$ cat src/rtl/crv_pkg.sv
`timescale 1ns / 1ps
`default_nettype none

package crv_pkg;

    // Header layout and CRC-32 constants.
    localparam int          HDR_LEN  = 8;
    localparam logic [31:0] CRC_POLY = 32'hEDB8_8320;
    localparam logic [31:0] CRC_INIT = 32'hFFFF_FFFF;

    // Configuration register indexes.
    localparam logic CFG_VERSION     = 1'b0;
    localparam logic CFG_PAYLOAD_LEN = 1'b1;

    // One input item: a blob byte and its end marker.
    typedef struct packed {
        logic [7:0] blob_byte;
        logic       last_byte;
    } t_crv_in;

    // Result status codes, in check priority order.
    typedef enum logic [2:0] {
        CRV_OK         = 3'd0,
        CRV_TOO_LONG   = 3'd1,
        CRV_TOO_SHORT  = 3'd2,
        CRV_VERSION    = 3'd3,
        CRV_HDR_LENGTH = 3'd4,
        CRV_EXP_LENGTH = 3'd5,
        CRV_CRC        = 3'd6
    } t_crv_status;

    // One result item.
    typedef struct packed {
        t_crv_status status;
        logic [8:0]  blob_length;
    } t_crv_result;

    // Where a byte goes once it has been classified.
    typedef enum logic [1:0] {
        KIND_HDR,
        KIND_PAY,
        KIND_SKIP
    } t_crv_kind;

    // Classified byte handed from the front end to the back end.
    typedef struct packed {
        logic [7:0]  data;
        logic        last;
        t_crv_kind   kind;
        logic [2:0]  hdr_idx;
        logic        too_long;
        logic        too_short;
        logic [15:0] pay_len;
        logic [8:0]  blob_length;
    } t_crv_op;

    // Configuration register values.
    typedef struct packed {
        logic [15:0] req_version;
        logic [8:0]  expected_payload_length;
    } t_crv_cfg;

    // One byte of a reflected CRC-32 update, unrolled over eight bits.
    function automatic logic [31:0] crc_byte(input logic [31:0] crc_in, input logic [7:0] b);
        logic [31:0] c;
        c = crc_in ^ {24'd0, b};
        for (int k = 0; k < 8; k++) begin
            c = c[0] ? ((c >> 1) ^ CRC_POLY) : (c >> 1);
        end
        return c;
    endfunction

endpackage

`default_nettype wire

$ cat src/rtl/crv_fifo.sv
`timescale 1ns / 1ps
`default_nettype none

module crv_fifo #(
    parameter int WIDTH = 8,
    parameter int DEPTH = 2
) (
    input  wire logic             i_clk,
    input  wire logic             i_rst_n,
    input  wire logic             i_push,
    input  wire logic [WIDTH-1:0] i_data,
    output logic                  o_full,
    input  wire logic             i_pop,
    output logic [WIDTH-1:0]      o_data,
    output logic                  o_empty
);

    localparam int AW = (DEPTH > 1) ? $clog2(DEPTH) : 1;
    localparam int CW = $clog2(DEPTH + 1);

    logic [WIDTH-1:0] r_mem [DEPTH];
    logic [AW-1:0]    r_wr_ptr;
    logic [AW-1:0]    r_rd_ptr;
    logic [CW-1:0]    r_count;
    logic [AW-1:0]    n_wr_ptr;
    logic [AW-1:0]    n_rd_ptr;
    logic [CW-1:0]    n_count;
    logic             w_push;
    logic             w_pop;

    // Status flags; writes only land when there is room.
    assign o_full  = (r_count == CW'(DEPTH));
    assign o_empty = (r_count == '0);
    assign w_push  = i_push && !o_full;
    assign w_pop   = i_pop && !o_empty;
    assign o_data  = r_mem[r_rd_ptr];

    // Pointer and occupancy updates with wrap at the depth.
    always_comb begin
        n_wr_ptr = r_wr_ptr;
        n_rd_ptr = r_rd_ptr;
        n_count  = r_count;
        if (w_push) begin
            n_wr_ptr = (r_wr_ptr == AW'(DEPTH - 1)) ? '0 : r_wr_ptr + AW'(1);
        end
        if (w_pop) begin
            n_rd_ptr = (r_rd_ptr == AW'(DEPTH - 1)) ? '0 : r_rd_ptr + AW'(1);
        end
        if (w_push && !w_pop) begin
            n_count = r_count + CW'(1);
        end else if (w_pop && !w_push) begin
            n_count = r_count - CW'(1);
        end
    end

    always_ff @(posedge i_clk) begin
        if (!i_rst_n) begin
            r_wr_ptr <= '0;
            r_rd_ptr <= '0;
            r_count  <= '0;
        end else begin
            r_wr_ptr <= n_wr_ptr;
            r_rd_ptr <= n_rd_ptr;
            r_count  <= n_count;
        end
    end

    // Entry storage.
    always_ff @(posedge i_clk) begin
        if (w_push) begin
            r_mem[r_wr_ptr] <= i_data;
        end
    end

endmodule

`default_nettype wire

$ cat src/rtl/crv_front.sv
`timescale 1ns / 1ps
`default_nettype none

module crv_front #(
    parameter int MAX_PAYLOAD = 256
) (
    input  wire logic             i_clk,
    input  wire logic             i_rst_n,
    input  wire logic             i_accept,
    input  wire crv_pkg::t_crv_in i_item,
    output crv_pkg::t_crv_op      o_op
);

    localparam int MAX_BLOB = MAX_PAYLOAD + crv_pkg::HDR_LEN;
    localparam int CW       = $clog2(MAX_BLOB + 2);
    localparam int PW       = (CW > 16) ? CW : 16;

    logic [CW-1:0] r_count;
    logic [CW-1:0] n_count;
    logic [CW-1:0] w_len;
    logic [PW-1:0] w_pay_diff;

    // Byte count after this byte, saturating one past the largest blob.
    assign w_len      = (r_count <= CW'(MAX_BLOB)) ? r_count + CW'(1) : r_count;
    assign w_pay_diff = PW'(w_len) - PW'(crv_pkg::HDR_LEN);

    // Classify the byte by its position and precompute the length checks.
    always_comb begin
        o_op.data        = i_item.blob_byte;
        o_op.last        = i_item.last_byte;
        o_op.hdr_idx     = r_count[2:0];
        o_op.too_long    = (w_len > CW'(MAX_BLOB));
        o_op.too_short   = (w_len < CW'(crv_pkg::HDR_LEN));
        o_op.pay_len     = w_pay_diff[15:0];
        o_op.blob_length = 9'(w_len);
        if (r_count < CW'(crv_pkg::HDR_LEN)) begin
            o_op.kind = crv_pkg::KIND_HDR;
        end else if (r_count < CW'(MAX_BLOB)) begin
            o_op.kind = crv_pkg::KIND_PAY;
        end else begin
            o_op.kind = crv_pkg::KIND_SKIP;
        end
    end

    // The count re-arms after the last byte of a blob.
    always_comb begin
        n_count = r_count;
        if (i_accept) begin
            n_count = i_item.last_byte ? '0 : w_len;
        end
    end

    always_ff @(posedge i_clk) begin
        if (!i_rst_n) begin
            r_count <= '0;
        end else begin
            r_count <= n_count;
        end
    end

endmodule

`default_nettype wire

$ cat src/rtl/crv_back.sv
`timescale 1ns / 1ps
`default_nettype none

module crv_back (
    input  wire logic              i_clk,
    input  wire logic              i_rst_n,
    input  wire crv_pkg::t_crv_op  i_op,
    input  wire logic              i_op_empty,
    output logic                   o_op_pop,
    input  wire crv_pkg::t_crv_cfg i_cfg,
    input  wire logic              i_res_full,
    output logic                   o_res_push,
    output crv_pkg::t_crv_result   o_res
);

    logic [63:0] r_hdr;
    logic [63:0] n_hdr;
    logic [31:0] r_crc;
    logic [31:0] n_crc;
    logic [31:0] w_crc_step;
    logic [15:0] w_ver;
    logic [15:0] w_hlen;
    logic [31:0] w_hcrc;

    // A byte is consumed unless it closes a blob and the result queue is full.
    assign o_op_pop   = !i_op_empty && (!i_op.last || !i_res_full);
    assign o_res_push = o_op_pop && i_op.last;
    assign w_crc_step = crv_pkg::crc_byte(r_crc, i_op.data);

    // Header capture and CRC update for the byte being consumed.
    always_comb begin
        n_hdr = r_hdr;
        n_crc = r_crc;
        unique case (i_op.kind)
            crv_pkg::KIND_HDR: n_hdr[{i_op.hdr_idx, 3'b000} +: 8] = i_op.data;
            crv_pkg::KIND_PAY: n_crc = w_crc_step;
            default: ;
        endcase
    end

    assign w_ver  = n_hdr[15:0];
    assign w_hlen = n_hdr[31:16];
    assign w_hcrc = n_hdr[63:32];

    // Final status in check priority order.
    always_comb begin
        o_res.blob_length = i_op.blob_length;
        priority if (i_op.too_long) begin
            o_res.status = crv_pkg::CRV_TOO_LONG;
        end else if (i_op.too_short) begin
            o_res.status = crv_pkg::CRV_TOO_SHORT;
        end else if (w_ver != i_cfg.req_version) begin
            o_res.status = crv_pkg::CRV_VERSION;
        end else if (w_hlen != i_op.pay_len) begin
            o_res.status = crv_pkg::CRV_HDR_LENGTH;
        end else if (w_hlen != {7'd0, i_cfg.expected_payload_length}) begin
            o_res.status = crv_pkg::CRV_EXP_LENGTH;
        end else if (~n_crc != w_hcrc) begin
            o_res.status = crv_pkg::CRV_CRC;
        end else begin
            o_res.status = crv_pkg::CRV_OK;
        end
    end

    // The CRC restarts after each blob; every header byte is rewritten before use.
    always_ff @(posedge i_clk) begin
        if (!i_rst_n) begin
            r_crc <= crv_pkg::CRC_INIT;
        end else if (o_op_pop) begin
            r_crc <= i_op.last ? crv_pkg::CRC_INIT : n_crc;
        end
    end

    always_ff @(posedge i_clk) begin
        if (o_op_pop) begin
            r_hdr <= n_hdr;
        end
    end

endmodule

`default_nettype wire

$ cat src/rtl/crc32_record_validator_core.sv
// Record blob checker: header fields plus CRC-32 over the payload.
// Input channel: present one blob byte per item on i_item with last_byte set
// on the final byte; the item is taken at an edge with push high and full low.
// Blobs follow each other with no gap; every blob gives exactly one result.
// Result channel: while empty is low, o_result holds the oldest result
// (status and saturated blob length); it is taken at an edge with pop high.
// Configuration: i_cfg_index selects the required header version (0) or the
// required payload length (1); o_cfg_ready is always high.
// Throughput is one byte per cycle while the result queue has room, set by the
// byte-wide CRC update in the back end. A result passes through the queue between
// front and back end and then the result queue before it shows on o_result.
// When pop stays low, two results are held; the back end then waits on a
// last byte, the two-entry queue between front and back end fills, and full
// rises.
// Reset (synchronous, active low) empties both queues, clears the byte count,
// restarts the CRC and sets both configuration registers to zero.
`timescale 1ns / 1ps
`default_nettype none

module crc32_record_validator_core #(
    parameter int MAX_PAYLOAD = 256
) (
    input  wire logic                 i_clk,
    input  wire logic                 i_rst_n,
    input  wire logic                 push,
    input  wire crv_pkg::t_crv_in     i_item,
    output logic                      full,
    input  wire logic                 pop,
    output crv_pkg::t_crv_result      o_result,
    output logic                      empty,
    input  wire logic                 i_cfg_valid,
    output logic                      o_cfg_ready,
    input  wire logic                 i_cfg_index,
    input  wire logic [15:0]          i_cfg_data
);

    localparam int OP_W  = $bits(crv_pkg::t_crv_op);
    localparam int RES_W = $bits(crv_pkg::t_crv_result);

    crv_pkg::t_crv_cfg    r_cfg;
    crv_pkg::t_crv_op     w_front_op;
    crv_pkg::t_crv_op     w_back_op;
    crv_pkg::t_crv_result w_res;
    logic [OP_W-1:0]      w_mid_data;
    logic [RES_W-1:0]     w_out_data;
    logic                 w_accept;
    logic                 w_mid_empty;
    logic                 w_mid_pop;
    logic                 w_res_push;
    logic                 w_res_full;

    assign w_accept    = push && !full;
    assign o_cfg_ready = 1'b1;

    // Configuration registers.
    always_ff @(posedge i_clk) begin
        if (!i_rst_n) begin
            r_cfg <= '0;
        end else if (i_cfg_valid) begin
            unique case (i_cfg_index)
                crv_pkg::CFG_VERSION:     r_cfg.req_version <= i_cfg_data;
                crv_pkg::CFG_PAYLOAD_LEN: r_cfg.expected_payload_length <= i_cfg_data[8:0];
                default: ;
            endcase
        end
    end

    // Front end: position tracking and classification.
    crv_front #(
        .MAX_PAYLOAD(MAX_PAYLOAD)
    ) u_front (
        .i_clk   (i_clk),
        .i_rst_n (i_rst_n),
        .i_accept(w_accept),
        .i_item  (i_item),
        .o_op    (w_front_op)
    );

    // Queue between front and back end.
    crv_fifo #(
        .WIDTH(OP_W),
        .DEPTH(2)
    ) u_mid_q (
        .i_clk  (i_clk),
        .i_rst_n(i_rst_n),
        .i_push (w_accept),
        .i_data (w_front_op),
        .o_full (full),
        .i_pop  (w_mid_pop),
        .o_data (w_mid_data),
        .o_empty(w_mid_empty)
    );

    assign w_back_op = w_mid_data;

    // Back end: header capture, CRC and status.
    crv_back u_back (
        .i_clk     (i_clk),
        .i_rst_n   (i_rst_n),
        .i_op      (w_back_op),
        .i_op_empty(w_mid_empty),
        .o_op_pop  (w_mid_pop),
        .i_cfg     (r_cfg),
        .i_res_full(w_res_full),
        .o_res_push(w_res_push),
        .o_res     (w_res)
    );

    // Result queue toward the receiver.
    crv_fifo #(
        .WIDTH(RES_W),
        .DEPTH(2)
    ) u_out_q (
        .i_clk  (i_clk),
        .i_rst_n(i_rst_n),
        .i_push (w_res_push),
        .i_data (w_res),
        .o_full (w_res_full),
        .i_pop  (pop),
        .o_data (w_out_data),
        .o_empty(empty)
    );

    assign o_result = w_out_data;

    // A result is only produced when the result queue has room.
    a_res_room: assert property (@(posedge i_clk) disable iff (!i_rst_n)
        w_res_push |-> !w_res_full)
        else $error("result produced while result queue full");

    // An accepted byte is visible to the back end on the next cycle.
    a_mid_visible: assert property (@(posedge i_clk) disable iff (!i_rst_n)
        w_accept |=> !w_mid_empty)
        else $error("accepted byte missing from front-to-back queue");

    // The back end never consumes from an empty queue.
    a_mid_pop: assert property (@(posedge i_clk) disable iff (!i_rst_n)
        w_mid_pop |-> !w_mid_empty)
        else $error("back end consumed from an empty queue");

endmodule

`default_nettype wire
$ cat config.mk
export PLATFORM = sky130hd
export DESIGN_NAME = crc32_record_validator_core
export DESIGN_NICKNAME = d
export VERILOG_FILES = /design/src/rtl/crv_pkg.sv /design/src/rtl/crv_fifo.sv /design/src/rtl/crv_front.sv /design/src/rtl/crv_back.sv /design/src/rtl/crc32_record_validator_core.sv
export SDC_FILE = /design/constraint.sdc
export NUM_CORES = 1
export LEC_CHECK = 0
export ABC_AREA = 1
export BUFFER_PORTS_ARGS = -buffer_cell sky130_fd_sc_hd__clkbuf_2
export CORE_ASPECT_RATIO = 0.75
export CORE_MARGIN = 2
export CORE_UTILIZATION = 35
export DETAILED_ROUTE_END_ITERATION = 10
export SYNTH_ARGS = -nofsm -noshare
export SYNTH_HDL_FRONTEND = slang
export SYNTH_SLANG_ARGS = --single-unit
$ cat constraint.sdc
create_clock -name i_clk -period 12.39 [get_ports i_clk]
set_input_delay 1.8585 -clock i_clk [delete_from_list [all_inputs] [get_ports i_clk]]
set_output_delay 1.8585 -clock i_clk [all_outputs]
set_load 0.1 [all_outputs]
* After elaboration in Yosys (flattened, before gate mapping) *
Memories as Yosys holds them, arrays and structs flattened. A register that Yosys moved wholly into a read port is not among the register bits.
Cells that the tools add are included.

operators by class
  add/subtract/negate cells = 11
  multipliers = 0
  divide/modulo/power cells = 0
  $lt $le $gt $ge = 5
  eq/ne operators = 7
  shift-type cells = 2
  muxes and demuxes = 38
  bitwise gates (word level) = 11
  reduce and logical (&&, ||, !) cells = 28

operator list
  kind                                                   count
  two-way mux 32 bit                                     10
  NOT 13 -> 14 bit                                       8
  bitwise mux 64 bit                                     1
  two-way mux 64 bit                                     1
  variable shift 8 x 8 -> 64 bit, first input constant   1
  indexed part select 8 x 8 -> 64 bit                    1
  != test 16 bit                                         2
  != test 32 bit                                         1
  NOT 32 bit                                             1
  bitwise XOR 32 x 8 -> 32 bit                           1
  < comparator 9 x 4 -> 1 bit, second input constant     2
  two-way mux 3 bit                                      6
  two-way mux 9 bit                                      2
  != test 16 x 9 -> 1 bit                                1
  two-way mux 1 bit                                      12
  two-way mux 2 bit                                      6
  logical AND 1 bit                                      11
  subtractor 9 x 4 -> 10 bit, second input constant      1
  adder 9 x 1 -> 9 bit, second input constant            1
  > comparator 9 bit, second input constant              1
  less-or-equal comparator 9 bit, second input constant  1
  logical NOT 1 bit                                      9
  < comparator 9 bit, second input constant              1
  negator 6 -> 8 bit                                     1
  10 further kinds                                       20

word-level totals
  flip-flop bits (word level) = 138
  latch bits = 0
  RAM bits = 106
  bits in read-only memories = 0
  output and inout port bits = 15
  memories kept = 2

memories
  name           depth  bits a word  read ports  clocked after Yosys merged registers in  write ports  line            RTL
  u_mid_q.r_mem  2      41           1           1                                        1            crv_fifo.sv:21  logic [WIDTH-1:0] r_mem [DEPTH];
  u_out_q.r_mem  2      12           1           1                                        1            crv_fifo.sv:21

* Logic depth before layout (Yosys ltp) *
Gate-level depths: netlist (run 1).

  depth in word-level cells = 26
  depth in mapped cells = 24

* Modules after synthesis *
Synthesis (run 1) repeated with hierarchy kept, for this count alone.

second synthesis, totals
  cell total of the unflattened synthesis = 1681
  area total of the unflattened synthesis = 13904.6 um^2

by module, submodules not included
  module                       instances  cells each  area each (um^2)  sequential area each (um^2)
  crv_back                     1          1128        7294.5            2562.5
  crv_fifo at u_mid_q          1          166         3410.8            2562.5
  crv_fifo at u_out_q          1          75          1114.8            820.8
  crv_front                    1          164         1046.0            180.2
  crc32_record_validator_core  1          148         1038.5            500.5

* Worst setup path after synthesis (run 1) *
No wires, ideal clock.

  path type = reg2reg
  start point = register with a tool-made name
  end point = register u_back.r_crc[19]
  arrival time = 3976 ps
  setup slack = 8299 ps
  cell stages (with the launch flop) = 11
  path buffers = 5
  cell sequence = dfxtp_1 -> buf_6 -> buf_6 -> buf_4 -> o21ai_0 -> inv_1 -> a31oi_2 -> clkbuf_1 -> buf_1 -> o21ai_0 -> o211ai_1

RTL lines
  element                 line            RTL
  end signal: assignment  crv_back.sv:68  r_crc <= crv_pkg::CRC_INIT;
  end signal: assignment  crv_back.sv:70  r_crc <= i_op.last ? crv_pkg::CRC_INIT : n_crc;
  end: declaration        crv_back.sv:18  logic [31:0] r_crc;

==> summary.log, run 1 <==
qor: outcome.run_status finished clean
qor: layout.drive_above_1_share 0.08210
qor: timing.finalHoldViolations 0
qor: die.ioPinCount 46
qor: logic_synthesis.synth_flop_cell sky130_fd_sc_hd__edfxtp_1
qor: hold_path.holdCritPathClass reg2reg
qor: grt.grt_antenna_before_repair 2
qor: power_and_ir_drop.seq_power_share 0.295
qor: logic_synthesis.synthesis.nets 1680
qor: timing.post-route-min-period 4.754 ns
qor: timing.max_slew_headroom 0.2285
qor: layout.antenna_cells 0
qor: logic_synthesis.ys.warnings.count 0
qor: clocking.numCtsBuffers 24
qor: setup_path.critPathRequiredTime 12.67 ns
qor: die.initial_utilization 0.3581
qor: setup_path.arrival 5.04 ns
qor: logic_synthesis.synth_largest_type_area_fraction 0.3642
qor: logic_synthesis.synth.cells.most_frequent sky130_fd_sc_hd__nand2_1, sky130_fd_sc_hd__inv_1, sky130_fd_sc_hd__edfxtp_1, sky130_fd_sc_hd__nand3_1, sky130_fd_sc_hd__nor2_1
qor: logic_synthesis.seq_area_frac_synth 0.4856
qor: logic_synthesis.synthesis.instances 1642
qor: timing.skew 0.01192 ns
qor: clocking.clk_lat_worst_skew 0.53 ns
qor: power_and_ir_drop.powerDensity 293.9 nW/um^2
qor: clocking.cts_tree built
qor: timing.max_freq 0.2103 GHz
qor: placement.place_congestion 0.9686
qor: layout.final_core_util 0.3997
qor: timing.final.period_utilization 0.3837
qor: power_and_ir_drop.clock_network_power_share 0.180
qor: power_and_ir_drop.p_int 2.103 mW
qor: clocking.clock_sink_count 228
qor: timing.report.final.setup_viol 0
qor: die.core_region_area 34990 um^2
qor: clocking.cts_repair_resize_count 0
qor: timing.final_setup_slack_of_the_worst_path 7.636 ns
qor: clocking.post_cts_hold_buffer_count 0
qor: clocking.cts-root-to-sink-buffers 3
qor: clocking.clk_pin_slew 0.06 ns
qor: routing.route.detailed.vias_per_inst 5.030
qor: setup_path.rr_worst_depth 21
qor: die.area_of_the_die 37350 um^2
qor: setup_path.startpoint_type flop
qor: logic_synthesis.netlist_area 12530 um^2
qor: power_and_ir_drop.irDropWorstVdd 0.1436 mV
qor: placement.placement.io_buffers 44
qor: timing.actual_transition_at_the_worst_max_transition_pin 1.150 ns
qor: logic_synthesis.async_flop_share 0
qor: routing.aggregate_routed_wire_length 36.32 mm
qor: routing.dr_total_vias 10815
qor: logic_synthesis.post_synth_num_cell_types 46
qor: hold_path.holdPathStages 1
qor: layout.design_area 13990 um^2
qor: grt.number_of_global_route_vias_before_repair 9627
qor: placement.detailedPlace.worstSlack 7.700 ns
qor: grt.gr-usage-all-layers 0.1926
qor: power_and_ir_drop.netSwitchingFraction 0.4885
qor: grt.overflow 0
qor: timing.timing.final.max_slew_violations 0
qor: power_and_ir_drop.power.combinational.fraction 0.525
qor: setup_path.critical_path.max_fanout 37
qor: routing.drt_first_iter_violations 1344
qor: timing.rsz0062_at_grt false
qor: layout.fin_nets 1713
qor: routing.drt.antenna.violating_nets 0
qor: logic_synthesis.number_of_enable_type_register_cells_in_the_synthesized_netlist 152
qor: routing.wire_per_inst 16.89 um
qor: hold_path.min_to u_mid_q.r_rd_ptr
qor: power_and_ir_drop.p_sw 2.008 mW
qor: die.die_height 167.9 um
qor: clocking.cts_post_setup_buffers_inserted 0
qor: grt.grt_start_max_net_pins 84
qor: placement.post_dp_cell_area 13180 um^2
qor: logic_synthesis.synth_most_common_cell sky130_fd_sc_hd__nand2_1
qor: setup_path.r2r_end u_out_q.r_mem[0][11]
qor: grt.wire_length_of_the_first_global_routing_pass 56.10 mm
qor: logic_synthesis.syn_area_per_cell 7.632 um^2
qor: routing.drt_drc_violations_left 0
qor: die.rows 59
qor: setup_path.worst-setup-path-type reg2reg
qor: setup_path.reg2reg_slack 7.64 ns
qor: logic_synthesis.synth_area_leaders sky130_fd_sc_hd__edfxtp_1, sky130_fd_sc_hd__nand2_1, sky130_fd_sc_hd__dfxtp_1
qor: clocking.cts-root-buf sky130_fd_sc_hd__clkbuf_16
qor: layout.flow.area_growth_from_synthesis 11.60%
qor: power_and_ir_drop.p_leak 6.447 nW
qor: hold_path.holdCritStartpoint u_mid_q.r_rd_ptr
qor: setup_path.critPathCaptureType flop
qor: routing.drt_pre_antenna_iters 6
qor: run.cap_viol_max_count 0
qor: logic_synthesis.synth-seq-cells 228
qor: die.die_boundary_width 222.5 um
qor: logic_synthesis.yosysTopAreaCell sky130_fd_sc_hd__edfxtp_1
qor: clocking.ctsHtreeMaxLevel 1
qor: timing.setup_tns 0 ns
qor: placement.hpwlAfterDp 26.45 mm
how the worst max path moves through the flow:
stage,start,end,cells after the start
floorplan,flop,u_back.r_crc[19],10
global placement,flop,u_out_q.r_mem[0][11],19
detailed placement,flop,u_out_q.r_mem[1][11],21
CTS,flop,u_out_q.r_mem[0][11],21
global route,flop,u_out_q.r_mem[0][11],21
finish,flop,u_out_q.r_mem[0][11],21
flip-flops by register name (all words and copies together) (netlist names), named ones only:
| name | cells |
|---|---|
| u_back.r_hdr | 64 |
| u_mid_q.r_mem | 64 |
| u_back.r_crc | 32 |
| r_cfg | 25 |
| u_out_q.r_mem | 24 |
| u_front.r_count | 9 |
| u_mid_q.r_count | 2 |
| u_out_q.r_count | 2 |
| u_mid_q.r_rd_ptr | 1 |
| u_mid_q.r_wr_ptr | 1 |
| u_out_q.r_rd_ptr | 1 |
| u_out_q.r_wr_ptr | 1 |
per-layer routing:
metal	track usage	up-vias	wire, um
met5	0	-	0
met4	0.04202	0	737
met3	0.03944	54	3369
met2	0.2510	421	13810
met1	0.3163	4972	18400
li1	-	5368	-
power groups by stage:
stage / clock network [mW] / registers, mW / logic, mW
2_1_floorplan: 0 / 1.18 / 1.58
3_3_place_gp: 0 / 1.22 / 2.10
3_5_place_dp: 0 / 1.22 / 2.12
4_1_cts: 0.754 / 1.21 / 2.12
5_1_grt: 0.785 / 1.23 / 2.39
6_report: 0.740 / 1.21 / 2.16
stage by stage:
step / power, mW / hold slack (ns) / std cells
floorplan: 2.768 / 0.4257 / 1642
global placement: 3.316 / 0.4332 / 2106
detailed placement: 3.337 / 0.4435 / 2106
CTS: 4.088 / 0.4504 / 2150
global route: 4.403 / 0.4940 / 2150
finish: 4.111 / 0.4541 / 2150
layout by cell type, fill, tap and decap left out, types with 17 or more instances in the layout:
cell	netlist	routed
sky130_fd_sc_hd__nand2_1	633	633
sky130_fd_sc_hd__inv_1	179	179
sky130_fd_sc_hd__edfxtp_1	152	152
sky130_fd_sc_hd__nand3_1	134	134
sky130_fd_sc_hd__nor2_1	116	114
sky130_fd_sc_hd__o21ai_0	87	86
sky130_fd_sc_hd__dfxtp_1	76	76
sky130_fd_sc_hd__clkbuf_2	0	44
sky130_fd_sc_hd__xor2_1	37	37
sky130_fd_sc_hd__a21oi_1	27	27
sky130_fd_sc_hd__clkbuf_16	0	25
sky130_fd_sc_hd__o21ai_1	17	18
sky130_fd_sc_hd__nand4_1	17	17
worst max-delay path: stages (launching register included):
cell,delay [ns]
sky130_fd_sc_hd__dfxtp_1,0.99
sky130_fd_sc_hd__inv_6,0.27
sky130_fd_sc_hd__nand2_1,0.13
sky130_fd_sc_hd__nand2_1,0.09
sky130_fd_sc_hd__ha_1,0.21
sky130_fd_sc_hd__ha_1,0.39
sky130_fd_sc_hd__inv_1,0.22
sky130_fd_sc_hd__nand4_1,0.12
sky130_fd_sc_hd__nor2_1,0.67
sky130_fd_sc_hd__nor2_1,0.08
sky130_fd_sc_hd__a21oi_1,0.34
sky130_fd_sc_hd__inv_1,0.07
sky130_fd_sc_hd__nand2_1,0.07
sky130_fd_sc_hd__nand2_1,0.05
sky130_fd_sc_hd__nor2_1,0.08
sky130_fd_sc_hd__nand2_1,0.06
sky130_fd_sc_hd__nor2_1,0.08
sky130_fd_sc_hd__nand2_1,0.05
sky130_fd_sc_hd__nor2_1,0.14
sky130_fd_sc_hd__nand3_1,0.17
sky130_fd_sc_hd__nor2_1,0.14
sky130_fd_sc_hd__nor2_1,0.06
area by class of cell:
cell class	count	area (um^2)
inverter	188	710.7
tap	457	571.8
sequential	228	6086
timing repair buffer	52	280.3
clock buffer	37	740.7
fill	3611	21010
multi-input combinational	1181	5528
clock inverter	7	68.82
logic make-up (layout without fill, tap and decap cells):
logic type,count (synthesis),after routing,share of synthesized area
adders and majority gates,7,7,0.006988
and+or+nand+nor,941,941,0.3098
other,1,1,0.0002992
DFF,228,228,0.4856
AOI/OAI and AO/OA,168,168,0.07378
xor gates and xnor gates,51,51,0.03674
buffers and inverters,233,284,0.07518
muxes,13,13,0.01158
No activity file was read; power rests on OpenSTA's default activity.
==> run 2: changes to the inputs <==
--- a/config.mk
+++ b/config.mk
@@ -5,7 +5,7 @@
 export SDC_FILE = /design/constraint.sdc
 export NUM_CORES = 1
 export LEC_CHECK = 0
-export ABC_AREA = 1
+export ABC_AREA = 0
 export BUFFER_PORTS_ARGS = -buffer_cell sky130_fd_sc_hd__clkbuf_2
 export CORE_ASPECT_RATIO = 0.75
 export CORE_MARGIN = 2
==> constraint.sdc (replaced) <==
create_clock -name i_clk -period 4.25 [get_ports i_clk]
set_input_delay 0.6375 -clock i_clk [delete_from_list [all_inputs] [get_ports i_clk]]
set_output_delay 0.6375 -clock i_clk [all_outputs]
set_load 0.1 [all_outputs]
==> run 2 against run 1 <==
Against the previous run:
- flip-flop and latch count unchanged
- hold slack got worse by 0.16 ns
- critical path depth fell by 8
- clock power increased to 3.1 times the previous value
- register-to-register slack lost 7.4 ns
- routed wire length decreased by 16%
- final cell count is 25% lower
- clock-buffer cell count decreased by 5
- synthesized cell count decreased by 36%
- total power grew to 2.7 times the previous value
- largest cell class unchanged
==> summary.log, run 2 <==
qor: logic_synthesis.async_flop_share 0 [unchanged]
qor: power_and_ir_drop.clock_network_power_share 0.202 [was 0.180]
qor: logic_synthesis.synth_largest_type_area_fraction 0.3882 [was 0.3642]
qor: setup_path.startpoint_type flop [unchanged]
qor: power_and_ir_drop.irDropWorstVdd 0.8310 mV [was 0.1436 mV]
qor: layout.most-common-layout-cells sky130_fd_sc_hd__edfxtp_1, sky130_fd_sc_hd__nand2_1, sky130_fd_sc_hd__xnor2_1, sky130_fd_sc_hd__dfxtp_1, sky130_fd_sc_hd__nor2_1 [was sky130_fd_sc_hd__nand2_1, sky130_fd_sc_hd__inv_1, sky130_fd_sc_hd__edfxtp_1, sky130_fd_sc_hd__nand3_1, sky130_fd_sc_hd__nor2_1]
qor: placement.place_congestion 0.9248 [was 0.9686]
qor: grt.gr-usage-all-layers 0.1750 [was 0.1926]
qor: layout.drive_above_1_share 0.1801 [was 0.08210]
qor: power_and_ir_drop.p_int 6.672 mW [was 2.103 mW]
qor: die.ioPinCount 46 [unchanged]
qor: logic_synthesis.synth_area_leaders sky130_fd_sc_hd__edfxtp_1, sky130_fd_sc_hd__dfxtp_1, sky130_fd_sc_hd__xnor2_1 [was sky130_fd_sc_hd__edfxtp_1, sky130_fd_sc_hd__nand2_1, sky130_fd_sc_hd__dfxtp_1]
qor: routing.aggregate_routed_wire_length 30.56 mm [was 36.32 mm]
qor: logic_synthesis.seq_area_frac_synth 0.5176 [was 0.4856]
qor: setup_path.critical_path.max_fanout 15 [was 37]
qor: hold_path.holdCritStartpoint i_item[2] [was u_mid_q.r_rd_ptr]
qor: timing.max_slew_headroom 0.1631 [was 0.2285]
qor: die.area_of_the_die 35090 um^2 [was 37350 um^2]
qor: clocking.numCtsBuffers 26 [was 24]
qor: timing.report.final.setup_viol 0 [unchanged]
qor: die.die_boundary_width 215.6 um [was 222.5 um]
qor: placement.hpwlAfterDp 22.21 mm [was 26.45 mm]
qor: setup_path.arrival 4.37 ns [was 5.04 ns]
qor: grt.groute.layer.met2.usage 0.2719 [was 0.2510]
qor: timing.post-route-min-period 4.005 ns [was 4.754 ns]
qor: setup_path.rr_worst_depth 13 [was 21]
qor: routing.drt_first_iter_violations 846 [was 1344]
qor: die.rows 58 [was 59]
qor: power_and_ir_drop.power.combinational.fraction 0.495 [was 0.525]
qor: logic_synthesis.synth-seq-cells 228 [unchanged]
qor: routing.drt_pre_antenna_iters 5 [was 6]
qor: grt.number_of_global_route_vias_before_repair 8030 [was 9627]
qor: grt.use_met3 0.03025 [was 0.03944]
qor: routing.drt_drc_violations_left 0 [unchanged]
qor: logic_synthesis.synthesis.instances 1059 [was 1642]
qor: die.core_region_area 33310 um^2 [was 34990 um^2]
qor: timing.timing.final.max_slew_violations 0 [unchanged]
qor: clocking.clock_sink_count 228 [unchanged]
qor: logic_synthesis.ys.warnings.count 0 [unchanged]
qor: logic_synthesis.post_synth_num_cell_types 72 [was 46]
qor: layout.antenna_cells 0 [unchanged]
qor: die.die_height 162.7 um [was 167.9 um]
qor: logic_synthesis.synth.cells.most_frequent sky130_fd_sc_hd__edfxtp_1, sky130_fd_sc_hd__nand2_1, sky130_fd_sc_hd__xnor2_1, sky130_fd_sc_hd__dfxtp_1, sky130_fd_sc_hd__nor2_1 [was sky130_fd_sc_hd__nand2_1, sky130_fd_sc_hd__inv_1, sky130_fd_sc_hd__edfxtp_1, sky130_fd_sc_hd__nand3_1, sky130_fd_sc_hd__nor2_1]
qor: hold_path.min_to u_mid_q.r_mem[1][34] [was u_mid_q.r_rd_ptr]
qor: clocking.clk_pin_slew 0.06 ns [about the same]
qor: layout.flow.area_growth_from_synthesis 16.18% [was 11.60%]
qor: timing.actual_transition_at_the_worst_max_transition_pin 1.253 ns [was 1.150 ns]
qor: setup_path.critPathRequiredTime 4.62 ns [was 12.67 ns]
qor: timing.skew 0.01571 ns [was 0.01192 ns]
qor: clocking.post_cts_hold_buffer_count 0 [unchanged]
qor: timing.finalHoldViolations 0 [unchanged]
qor: setup_path.worst-setup-path-type reg2reg [unchanged]
qor: routing.dr_total_vias 8356 [was 10815]
qor: power_and_ir_drop.netSwitchingFraction 0.4088 [was 0.4885]
qor: layout.most_frequent_standard_cell_in_the_layout_excluding_fill_and_tap_cells sky130_fd_sc_hd__edfxtp_1 [was sky130_fd_sc_hd__nand2_1]
qor: logic_synthesis.netlist_area 11760 um^2 [was 12530 um^2]
qor: timing.final.period_utilization 0.9425 [was 0.3837]
qor: grt.wire_length_of_the_first_global_routing_pass 47.53 mm [was 56.10 mm]
qor: logic_synthesis.yosysTopAreaCell sky130_fd_sc_hd__edfxtp_1 [unchanged]
qor: power_and_ir_drop.p_sw 4.614 mW [was 2.008 mW]
qor: grt.grt_start_max_net_pins 70 [was 84]
qor: power_and_ir_drop.seq_power_share 0.303 [was 0.295]
qor: clocking.clk_lat_worst_skew 0.55 ns [was 0.53 ns]
qor: logic_synthesis.number_of_enable_type_register_cells_in_the_synthesized_netlist 152 [unchanged]
qor: clocking.cts_tree built [unchanged]
qor: run.cap_viol_max_count 0 [unchanged]
qor: hold_path.holdPathStages 1 [unchanged]
qor: clocking.ctsHtreeMaxLevel 1 [unchanged]
qor: logic_synthesis.synth_flop_cell sky130_fd_sc_hd__edfxtp_1 [unchanged]
qor: hold_path.holdCritPathClass in2reg [was reg2reg]
qor: power_and_ir_drop.total_power 11.29 mW [was 4.111 mW]
qor: grt.global_route.peak_usage_layer met2 [was met1]
qor: layout.final_core_util 0.4101 [was 0.3997]
qor: routing.route.detailed.vias_per_inst 5.206 [was 5.030]
qor: setup_path.critPathCaptureType flop [unchanged]
qor: placement.placement.io_buffers 44 [unchanged]
qor: clocking.cts-root-buf sky130_fd_sc_hd__clkbuf_16 [unchanged]
qor: layout.fin_nets 1173 [was 1713]
qor: routing.drt.antenna.violating_nets 0 [unchanged]
qor: logic_synthesis.synthesis.nets 1097 [was 1680]
qor: timing.rsz0062_at_grt false [unchanged]
qor: timing.setup_tns 0 ns [unchanged]
qor: power_and_ir_drop.p_leak 4.821 nW [was 6.447 nW]
qor: timing.max_freq 0.2497 GHz [was 0.2103 GHz]
qor: clocking.cts-root-to-sink-buffers 3 [unchanged]
qor: setup_path.r2r_end u_out_q.r_mem[0][11] [unchanged]
qor: routing.wire_per_inst 19.04 um [was 16.89 um]
qor: grt.grtUsageMet1 0.2564 [was 0.3163]
qor: setup_path.reg2reg_slack 0.24 ns [was 7.64 ns]
qor: logic_synthesis.syn_area_per_cell 11.10 um^2 [was 7.632 um^2]
qor: power_and_ir_drop.powerDensity 826.3 nW/um^2 [was 293.9 nW/um^2]
qor: grt.grt_antenna_before_repair 0 [was 2]
qor: layout.layout_top_registers u_back.r_hdr (64), u_mid_q.r_mem (64), u_back.r_crc (32) [unchanged]
qor: logic_synthesis.synth_most_common_cell sky130_fd_sc_hd__edfxtp_1 [was sky130_fd_sc_hd__nand2_1]
qor: die.initial_utilization 0.3530 [was 0.3581]
qor: layout.fillerInstances 3223 [was 3611]
qor: outcome.run_status finished clean [unchanged]
qor: grt.overflow 0 [unchanged]
[run 2: final cells by class]
class | count | area, um^2 | share of cell area
timing repair buffer | 94 | 608.1 | 0.04452
tap | 450 | 563.0 | 0.04122
clock buffer | 32 | 683.2 | 0.05001
sequential | 228 | 6090 | 0.4458
multi-input combinational | 739 | 5355 | 0.3920
clock inverter | 16 | 187.7 | 0.01374
inverter | 46 | 172.7 | 0.01264
[run 2: worst max path at each step]
stage	start	slack [ns]	cells after the start	endpoint
finish	flop	0.24	13	u_out_q.r_mem[0][11]
global route	flop	0.008	13	u_out_q.r_mem[1][11]
detailed placement	flop	0.16	13	u_out_q.r_mem[0][11]
global placement	flop	0.19	13	u_out_q.r_mem[0][11]
CTS	flop	0.13	13	u_out_q.r_mem[0][11]
floorplan	flop	0.03	19	u_out_q.r_mem[0][10]
[run 2: metrics by stage]
stage	cell area [um^2]	setup slack, ns	hold WS [ns]	cells
after floorplan	11780	0.03104	0.4487	1059
after global placement	12770	0.1915	0.4677	1557
after detailed placement	12770	0.1628	0.4750	1557
after CTS	13640	0.1311	0.2783	1605
after global routing	13660	0.007920	0.2839	1605
final	13660	0.2445	0.2922	1605
[run 2: routing by layer]
| layer | routed length [um] | up-vias |
|---|---|---|
| li1 | - | 3991 |
| met1 | 14820 | 4082 |
| met2 | 13390 | 239 |
| met3 | 1846 | 44 |
| met4 | 503 | 0 |
| met5 | 0 | - |
[run 2: kinds of logic after synthesis]
| kind of cell | count (synthesis) | synth area share |
|---|---|---|
| and+or+nand+nor | 294 | 0.1217 |
| DFF | 228 | 0.5176 |
| AOI/OAI and AO/OA | 201 | 0.1112 |
| xor gates and xnor gates | 147 | 0.1286 |
| buffers and inverters | 92 | 0.03203 |
| muxes | 89 | 0.08109 |
| adders and majority gates | 7 | 0.007449 |
| other | 1 | 0.0003189 |
[run 2: power by group through the flow]
stage / clock network (mW) / registers, mW / logic (mW)
after floorplan: 0 / 3.35 / 4.06
after global placement: 0 / 3.44 / 5.47
after detailed placement: 0 / 3.45 / 5.48
after CTS: 2.34 / 3.42 / 5.51
after global routing: 2.43 / 3.47 / 5.99
final: 2.28 / 3.42 / 5.58
[run 2: critical path, stage by stage (launching register included)]
cell and delay (ns):
sky130_fd_sc_hd__dfxtp_4 0.48, sky130_fd_sc_hd__mux2i_1 0.28, sky130_fd_sc_hd__ha_1 0.18, sky130_fd_sc_hd__ha_1 0.32, sky130_fd_sc_hd__nor2_2 0.19, sky130_fd_sc_hd__nand3_1 0.31, sky130_fd_sc_hd__nor3_1 0.36, sky130_fd_sc_hd__nor3_1 0.07
sky130_fd_sc_hd__nand4b_1 0.18, sky130_fd_sc_hd__nor4_1 0.38, sky130_fd_sc_hd__nand3_1 0.30, sky130_fd_sc_hd__a211oi_1 0.41, sky130_fd_sc_hd__and2_1 0.18, sky130_fd_sc_hd__a21boi_1 0.20
[run 2: what timing repair did]
action                                  4_1_cts  5_1_grt
resized for setup                             0        5
endpoints found under the setup margin        0        4
setup buffers                                 0        0
